--- src/rtl/rhwa_pkg.sv ---
// Shared types and constants for the RGB hue window average block.
package rhwa_pkg;

    localparam int PIX_W       = 8;
    localparam int NUM_W       = 14;
    localparam int QUO_W       = 6;
    localparam int DIV_STEPS   = 6;
    localparam int STEP_W      = 3;
    localparam int ACC_W       = 12;
    localparam int COUNT_W     = 4;
    localparam int WIN_W       = 5;
    localparam int RECIP_SHIFT = 16;

    localparam logic [PIX_W-1:0] GRAY_HUE       = 8'd255;
    localparam logic [PIX_W-1:0] HUE_RED_BASE   = 8'd42;
    localparam logic [PIX_W-1:0] HUE_GREEN_BASE = 8'd126;
    localparam logic [PIX_W-1:0] HUE_BLUE_BASE  = 8'd210;

    typedef enum logic [2:0] {
        S_IDLE,
        S_PREP,
        S_DIV,
        S_HUE,
        S_AVG_MUL,
        S_AVG_FIX,
        S_WRITE
    } ctrl_state_t;

    typedef struct packed {
        logic load_in;
        logic prep;
        logic div_step;
        logic hue_step;
        logic avg_mul;
        logic avg_fix;
        logic out_load;
    } dp_cmd_t;

    typedef struct packed {
        logic div_done;
        logic last_pixel;
    } dp_status_t;

endpackage

--- src/rtl/rgb_hue_window_average.sv ---
// Top level of the RGB hue window average block.
//
//   channel | direction | handshake           | payload
//   --------+-----------+---------------------+--------------------------------------
//   pixel   | in        | in_valid / in_stall | red, green, blue
//   result  | out       | out_valid/out_stall | pixel_hue, window_average, average_valid
//
// One pixel at a time; a window's last pixel also runs the average steps.
// Hue comes from the six-step shift-subtract hue divider.
// Reset clears the window sum, the pixel count and the result valid.
// A stalled result holds in the output register; a new pixel is still
// taken and waits in the write step until that register frees up.
module rgb_hue_window_average
    import rhwa_pkg::*;
#(
    parameter int WINDOW_PIXELS = 9
)
(
    input  logic             clk,
    input  logic             rst_n,
    input  logic             in_valid,
    output logic             in_stall,
    input  logic [PIX_W-1:0] red,
    input  logic [PIX_W-1:0] green,
    input  logic [PIX_W-1:0] blue,
    output logic             out_valid,
    input  logic             out_stall,
    output logic [PIX_W-1:0] pixel_hue,
    output logic [PIX_W-1:0] window_average,
    output logic             average_valid
);

    dp_cmd_t    cmd;
    dp_status_t status;

    rhwa_ctrl u_ctrl (
        .clk       (clk),
        .rst_n     (rst_n),
        .in_valid  (in_valid),
        .in_stall  (in_stall),
        .out_valid (out_valid),
        .out_stall (out_stall),
        .status    (status),
        .cmd       (cmd)
    );

    rhwa_datapath #(
        .WINDOW_PIXELS (WINDOW_PIXELS)
    ) u_datapath (
        .clk            (clk),
        .rst_n          (rst_n),
        .cmd            (cmd),
        .status         (status),
        .red            (red),
        .green          (green),
        .blue           (blue),
        .pixel_hue      (pixel_hue),
        .window_average (window_average),
        .average_valid  (average_valid)
    );

endmodule

--- src/rtl/rhwa_ctrl.sv ---
// Controller state machine for the RGB hue window average block.
module rhwa_ctrl
    import rhwa_pkg::*;
(
    input  logic       clk,
    input  logic       rst_n,
    input  logic       in_valid,
    output logic       in_stall,
    output logic       out_valid,
    input  logic       out_stall,
    input  dp_status_t status,
    output dp_cmd_t    cmd
);

    ctrl_state_t state_reg;
    ctrl_state_t state_next;
    logic        out_valid_reg;
    logic        out_valid_next;
    logic        out_free;

    assign out_free  = !out_valid_reg || !out_stall;
    assign in_stall  = (state_reg != S_IDLE);
    assign out_valid = out_valid_reg;

    always_ff @(posedge clk or negedge rst_n)
    begin
        if (!rst_n)
        begin
            state_reg     <= S_IDLE;
            out_valid_reg <= 1'b0;
        end
        else
        begin
            state_reg     <= state_next;
            out_valid_reg <= out_valid_next;
        end
    end

    always_comb
    begin
        state_next = state_reg;
        cmd        = '0;
        unique case (state_reg)
            S_IDLE:
            begin
                if (in_valid)
                begin
                    cmd.load_in = 1'b1;
                    state_next  = S_PREP;
                end
            end
            S_PREP:
            begin
                cmd.prep   = 1'b1;
                state_next = S_DIV;
            end
            S_DIV:
            begin
                cmd.div_step = 1'b1;
                if (status.div_done)
                begin
                    state_next = S_HUE;
                end
            end
            S_HUE:
            begin
                cmd.hue_step = 1'b1;
                state_next   = status.last_pixel ? S_AVG_MUL : S_WRITE;
            end
            S_AVG_MUL:
            begin
                cmd.avg_mul = 1'b1;
                state_next  = S_AVG_FIX;
            end
            S_AVG_FIX:
            begin
                cmd.avg_fix = 1'b1;
                state_next  = S_WRITE;
            end
            S_WRITE:
            begin
                if (out_free)
                begin
                    cmd.out_load = 1'b1;
                    state_next   = S_IDLE;
                end
            end
            default:
            begin
                state_next = S_IDLE;
            end
        endcase
        out_valid_next = cmd.out_load ? 1'b1 : (out_valid_reg && out_stall);
    end

endmodule

--- src/rtl/rhwa_datapath.sv ---
// Datapath: sector select, hue divider, window accumulator and average.
module rhwa_datapath
    import rhwa_pkg::*;
#(
    parameter int WINDOW_PIXELS = 9
)
(
    input  logic             clk,
    input  logic             rst_n,
    input  dp_cmd_t          cmd,
    output dp_status_t       status,
    input  logic [PIX_W-1:0] red,
    input  logic [PIX_W-1:0] green,
    input  logic [PIX_W-1:0] blue,
    output logic [PIX_W-1:0] pixel_hue,
    output logic [PIX_W-1:0] window_average,
    output logic             average_valid
);

    localparam logic [WIN_W-1:0]     WIN_CONST = WIN_W'(WINDOW_PIXELS);
    localparam logic [RECIP_SHIFT:0] RECIP     =
        (RECIP_SHIFT+1)'((1 << RECIP_SHIFT) / WINDOW_PIXELS);

    logic [PIX_W-1:0]   red_reg, green_reg, blue_reg;
    logic [PIX_W-1:0]   delta_reg, base_reg, rem_reg, hue_reg, avg_reg;
    logic               gray_reg, neg_reg, last_reg;
    logic [QUO_W-1:0]   nbits_reg, quo_reg;
    logic [STEP_W-1:0]  step_reg;
    logic [ACC_W-1:0]   acc_reg, q0_reg;
    logic [COUNT_W-1:0] count_reg;
    logic [PIX_W-1:0]   pixel_hue_reg, window_average_reg;
    logic               average_valid_reg;

    logic [PIX_W-1:0]         mx, mn, delta, base, opa, opb, mag;
    logic                     gray, neg;
    logic [NUM_W-1:0]         num;
    logic [PIX_W:0]           trial;
    logic                     trial_ge;
    logic [PIX_W-1:0]         rem_next;
    logic [PIX_W-1:0]         hue;
    logic                     last;
    logic [ACC_W+RECIP_SHIFT:0] recip_prod;
    logic [ACC_W+WIN_W-1:0]   back_prod;
    logic [ACC_W-1:0]         avg_rem;
    logic [ACC_W-1:0]         avg_fixed;

    always_comb
    begin
        mx = red_reg;
        mn = red_reg;
        if (green_reg > mx) mx = green_reg;
        if (blue_reg > mx)  mx = blue_reg;
        if (green_reg < mn) mn = green_reg;
        if (blue_reg < mn)  mn = blue_reg;
        delta = mx - mn;
        gray  = ({delta, 1'b0} <= {1'b0, mx});
        priority if (red_reg == mx)
        begin
            base = HUE_RED_BASE;
            opa  = green_reg;
            opb  = blue_reg;
        end
        else if (green_reg == mx)
        begin
            base = HUE_GREEN_BASE;
            opa  = blue_reg;
            opb  = red_reg;
        end
        else
        begin
            base = HUE_BLUE_BASE;
            opa  = red_reg;
            opb  = green_reg;
        end
        neg = (opa < opb);
        mag = neg ? (opb - opa) : (opa - opb);
        num = NUM_W'({mag, 5'b0}) + NUM_W'({mag, 3'b0}) + NUM_W'({mag, 1'b0});
    end

    always_comb
    begin
        trial    = {rem_reg, nbits_reg[QUO_W-1]};
        trial_ge = (trial >= {1'b0, delta_reg});
        rem_next = trial_ge ? PIX_W'(trial - {1'b0, delta_reg}) : trial[PIX_W-1:0];
    end

    always_comb
    begin
        if (gray_reg)
        begin
            hue = GRAY_HUE;
        end
        else if (neg_reg)
        begin
            hue = base_reg - PIX_W'(quo_reg);
        end
        else
        begin
            hue = base_reg + PIX_W'(quo_reg);
        end
        last = (WIN_W'(count_reg) + WIN_W'(1)) >= WIN_CONST;
    end

    assign recip_prod = acc_reg * RECIP;
    assign back_prod  = q0_reg * WIN_CONST;
    assign avg_rem    = acc_reg - back_prod[ACC_W-1:0];
    assign avg_fixed  = (avg_rem >= ACC_W'(WIN_CONST)) ? (q0_reg + ACC_W'(1)) : q0_reg;

    assign status.div_done   = (step_reg == STEP_W'(DIV_STEPS - 1));
    assign status.last_pixel = last;

    always_ff @(posedge clk or negedge rst_n)
    begin
        if (!rst_n)
        begin
            acc_reg   <= '0;
            count_reg <= '0;
            step_reg  <= '0;
        end
        else
        begin
            if (cmd.prep)
            begin
                step_reg <= '0;
            end
            else if (cmd.div_step)
            begin
                step_reg <= step_reg + STEP_W'(1);
            end
            if (cmd.hue_step)
            begin
                acc_reg   <= acc_reg + ACC_W'(hue);
                count_reg <= last ? '0 : (count_reg + COUNT_W'(1));
            end
            else if (cmd.avg_fix)
            begin
                acc_reg <= '0;
            end
        end
    end

    always_ff @(posedge clk)
    begin
        if (cmd.load_in)
        begin
            red_reg   <= red;
            green_reg <= green;
            blue_reg  <= blue;
        end
        if (cmd.prep)
        begin
            delta_reg <= delta;
            gray_reg  <= gray;
            neg_reg   <= neg;
            base_reg  <= base;
            rem_reg   <= num[NUM_W-1 -: PIX_W];
            nbits_reg <= num[QUO_W-1:0];
            quo_reg   <= '0;
        end
        if (cmd.div_step)
        begin
            rem_reg   <= rem_next;
            nbits_reg <= {nbits_reg[QUO_W-2:0], 1'b0};
            quo_reg   <= {quo_reg[QUO_W-2:0], trial_ge};
        end
        if (cmd.hue_step)
        begin
            hue_reg  <= hue;
            last_reg <= last;
            avg_reg  <= '0;
        end
        if (cmd.avg_mul)
        begin
            q0_reg <= recip_prod[RECIP_SHIFT +: ACC_W];
        end
        if (cmd.avg_fix)
        begin
            avg_reg <= avg_fixed[PIX_W-1:0];
        end
        if (cmd.out_load)
        begin
            pixel_hue_reg      <= hue_reg;
            window_average_reg <= avg_reg;
            average_valid_reg  <= last_reg;
        end
    end

    assign pixel_hue      = pixel_hue_reg;
    assign window_average = window_average_reg;
    assign average_valid  = average_valid_reg;

endmodule

--- config.mk ---
export PLATFORM = sky130hd
export DESIGN_NAME = rgb_hue_window_average
export DESIGN_NICKNAME = d
export VERILOG_FILES = /design/src/rtl/rhwa_pkg.sv /design/src/rtl/rgb_hue_window_average.sv /design/src/rtl/rhwa_ctrl.sv /design/src/rtl/rhwa_datapath.sv
export SDC_FILE = /design/constraint.sdc
export NUM_CORES = 1
export LEC_CHECK = 0
export BUFFER_PORTS_ARGS = -buffer_cell sky130_fd_sc_hd__buf_2
export CELL_PAD_IN_SITES_DETAIL_PLACEMENT = 0
export CELL_PAD_IN_SITES_GLOBAL_PLACEMENT = 1
export CORE_UTILIZATION = 46
export DETAILED_ROUTE_END_ITERATION = 8
export PLACE_DENSITY_LB_ADDON = 0.1
export SKIP_LAST_GASP = 1
export SYNTH_ARGS = -nofsm -noshare
export SYNTH_HDL_FRONTEND = slang
export SYNTH_SLANG_ARGS = --single-unit
--- constraint.sdc ---
create_clock -name clk -period 8.2 [get_ports clk]
set_clock_uncertainty 0.15 [all_clocks]
set_input_delay 1.23 -clock clk [delete_from_list [all_inputs] [get_ports clk]]
set_output_delay 1.23 -clock clk [all_outputs]
set_load 0.05 [all_outputs]
==> PnR_summary.wiki <==
{| class="wikitable"
! Metric !! Value
|-
| Worst max-slew margin expressed relative to the limit || about 44%
|-
| Leading cell type by number of instances after synthesis || ha_1
|-
| Tcrit/Tclk final || about 100%
|-
| Min Tclk post-route || a little over 8 ns
|-
| First-pass GRT wire length || slightly below 50000 um
|-
| Gate Count Post-Synth || 1232
|-
| Cell area after placement || 0.0134 mm2
|-
| Final std cell area, no fill || 0.0148 mm2
|-
| Worst reg2reg path endpoint || u_datapath.rem_reg[6]
|-
| GPL Wtd Cong || 0.899
|-
| Sequential area share after synthesis || around 29%
|-
| Clock tree root driver cell || clkbuf_16
|-
| Initial antenna violation count || 0
|-
| Count of hold-fix buffers inserted at cts || 0
|-
| Number of pins with negative max-slew slack in the final report || 0
|-
| DRC violation count after routing || 0
|-
| Beginning of the worst register-to-register path || u_datapath.green_reg[1]
|-
| Routed wire length per instance || between 15 and 20 um
|-
| Critical path's largest stage delay || between 0.5 and 0.6 ns
|-
| Number of DRC violations after detailed-routing iteration 0 || 537
|-
| Dominant cells by area after synthesis || edfxtp_1 25%, ha_1 19%, fa_1 8.9%, dfrtp_1 4.7%, inv_1 4.7%
|-
| #FFs+latches synth || 123
|-
| Required @ worst endpoint || 8.32 ns
|-
| Max FFs per register || 12
|-
| Distinct cells, synth || 73
|-
| Count of maximum capacitance violations || 0
|-
| # nets final || 1660
|-
| Startpoint of the most critical hold path || u_datapath.avg_reg[0]
|-
| PortBufs || 46
|-
| Mapped Nets || 1497
|-
| I/O pin cnt || between 40 and 50
|-
| Worst setup path class || flip-flop to flip-flop
|-
| Min-Delay Path Class || flip-flop to flip-flop
|-
| Finish-stage setup viols || 0
|-
| Hold depth || 0
|-
| Clock input transition at the sequential cells of the worst setup and hold paths || 0.07 ns
|-
| Status || finished clean
|-
| Count of flip-flops with a built-in enable after synthesis || 100
|-
| Setup_tns || 0 ns
|-
| Endpoint of the worst hold-timing path || u_datapath.window_average[0]
|-
| Clock latency at the later pin of the worst-skew pair || 0.43 ns
|-
| DRT Wirelength || 30300 um
|-
| Most used standard cells in the synthesized netlist || 183 x ha_1, 151 x inv_1, 100 x edfxtp_1, 76 x a21oi_1, 73 x nor2_1
|-
| Residual antenna-violating net count after detailed routing || 0
|-
| Fraction of registers with async set/reset || 18.7%
|-
| Clk sink count || 123
|-
| Area growth, synth to finish || 21.7%
|-
| Depth of the CTS H-tree || 4
|-
| Area taken by multi-input logic gates || around 0.0084 mm2
|-
| Synthesized area || 0.0122 mm2
|-
| Max Fanout on Critical Path || 6
|-
| Maximum count of clock buffers along a single path || 2
|-
| Buffers plus inverters on the worst setup path || 6
|-
| Final Hold Fails || 0
|-
| Number of non-filler instances in the completed layout || 1743
|-
| RSZ-0062 raised after global routing || true
|-
| Largest net degree at the start of global routing || 25
|-
| Number of global-route vias before repair || roughly 9500
|-
| Initial core utilization || 46.8%
|-
| Minimum hold slack || 0.258 ns
|-
| Std-Cell Core Area || about 0.026 mm2
|-
| Fillers || 2291
|-
| Dominant register cell in the synthesized netlist || edfxtp_1
|-
| Cell with the biggest individual delay on the critical path || fa_1
|-
| Number of placed instances, taps included || about 1700
|-
| Total number of yosys warnings || 0
|-
| Peak clock frequency supported by timing || 123 MHz
|-
| Worst R2R Setup Slack || 0.07 ns
|-
| Cts bufs inserted || 17
|-
| Cell taking the most area after synthesis || edfxtp_1
|-
| Share of post-route cells with drive strength above 1 || 24.0%
|-
| Arrival @ worst endpoint || just over 8 ns
|-
| Transition time at the pin with the least slew margin || 0.836 ns
|-
| Family with the most delay on the worst path || compound AO/OA/AOI/OAI gates
|-
| Path depth of the worst reg2reg path || 38
|-
| CTS tree || yes
|-
| Detailed-placement wirelength estimate || ~23000 um
|-
| Sort of element at the start of the critical path || flip-flop
|-
| Vias/cell || 5.39
|-
| Ant diodes || 0
|-
| Vias || 9388
|-
| Vertical die dimension || 165 um
|-
| GRT Total Usage || 23.1%
|-
| Area share of the largest cell type after synthesis || 24.6%
|-
| Horizontal extent of the die || 165 um
|-
| Synthesized area per cell || a little under 10 um2
|-
| Core Rows || 59
|-
| Area of the die || ~0.027 mm2
|-
| Sequential cell area || about 0.0036 mm2
|-
| Overflow left after global routing || 0
|-
| Detailed Routing Iterations Pass 1 || 5
|-
| Kind of capture point of the worst setup path || flip-flop
|}
-- final cells by class --
type	instances	share of cell area, %
Clock buffer	17	2.87
Clock inverter	15	1.05
Inverter	151	3.82
Multi-Input combinational cell	928	56.9
Sequential cell	123	24.1
Tap cell	335	2.83
Timing Repair Buffer	174	8.44
-- logic make-up (layout without fill, tap and decap cells) --
group | count (synthesis) | count (layout) | share of synthesized area (%)
muxes | 77 | 77 | 6.81
DFF | 123 | 123 | 29.4
AOI/OAI and AO/OA | 272 | 272 | 14.4
and+or+nand+nor | 269 | 269 | 10.7
adders and majority gates | 237 | 237 | 27.7
buffers and inverters | 181 | 357 | 5.81
xor gates and xnor gates | 73 | 73 | 5.25
-- per-layer routing --
layer / vias to the layer above / track usage [%] / part of all wire (%)
li1: 4691 / - / -
met1: 4470 / 28.8 / 45
met2: 170 / 40.2 / 50
met3: 57 / 3.26 / 2.7
met4: 0 / 8.88 / 3.0
met5: - / 0 / 0
-- how the worst max path moves through the flow --
stage	slack (ns)	startpoint	endpoint	depth (start not counted)
floorplan	0.06	u_datapath.red_reg[2]	u_datapath.rem_reg[6]	41
detailed placement	-0.43	u_datapath.green_reg[1]	u_datapath.rem_reg[6]	36
global route	-0.34	u_datapath.green_reg[1]	u_datapath.rem_reg[6]	38
global placement	-0.09	u_datapath.green_reg[1]	u_datapath.rem_reg[6]	36
finish	0.07	u_datapath.green_reg[1]	u_datapath.rem_reg[6]	38
CTS	0.009	u_datapath.red_reg[2]	u_datapath.rem_reg[7]	40
-- metrics by stage --
step / utilization, % / setup slack [ns]
final: 56.9 / 0.0683
after global routing: 56.9 / -0.342
after CTS: 54.2 / 0.00931
after detailed placement: 51.6 / -0.430
after global placement: 51.6 / -0.0942
after floorplan: - / 0.0640
-- cells in the final DEF (no fill, tap or decap), types with 11 or more instances in the layout --
cell type	synthesis	final
nor2_1	73	69
ha_1	183	171
nand3_1	14	14
nand4_1	13	13
clkbuf_16	0	17
buf_4	4	115
o21a_1	15	15
nor3_1	19	16
mux2i_1	42	36
nand2b_1	13	13
buf_2	3	46
nor2b_1	14	12
a21oi_1	76	60
xor2_1	33	32
o21ai_0	62	54
dfrtp_1	23	23
and2_1	14	14
xnor2_1	40	37
buf_6	1	11
inv_1	151	147
mux2_2	22	22
fa_1	54	51
a21o_1	21	20
a21oi_2	1	11
nand2_1	70	69
edfxtp_1	100	100
-- repair_timing --
item | in CTS | in global routing
hold endpoints to repair | 0 | 0
setup endpoints to repair | 6 | 7
gates cloned | 0 | 0
gates resized for setup | 16 | 112
pin swaps | 6 | 36
buffers inserted | 6 | 24
Power is left out: the tool's default activity adds up to more than one toggle a clock period on the data nets, which glitch-free logic cannot reach.
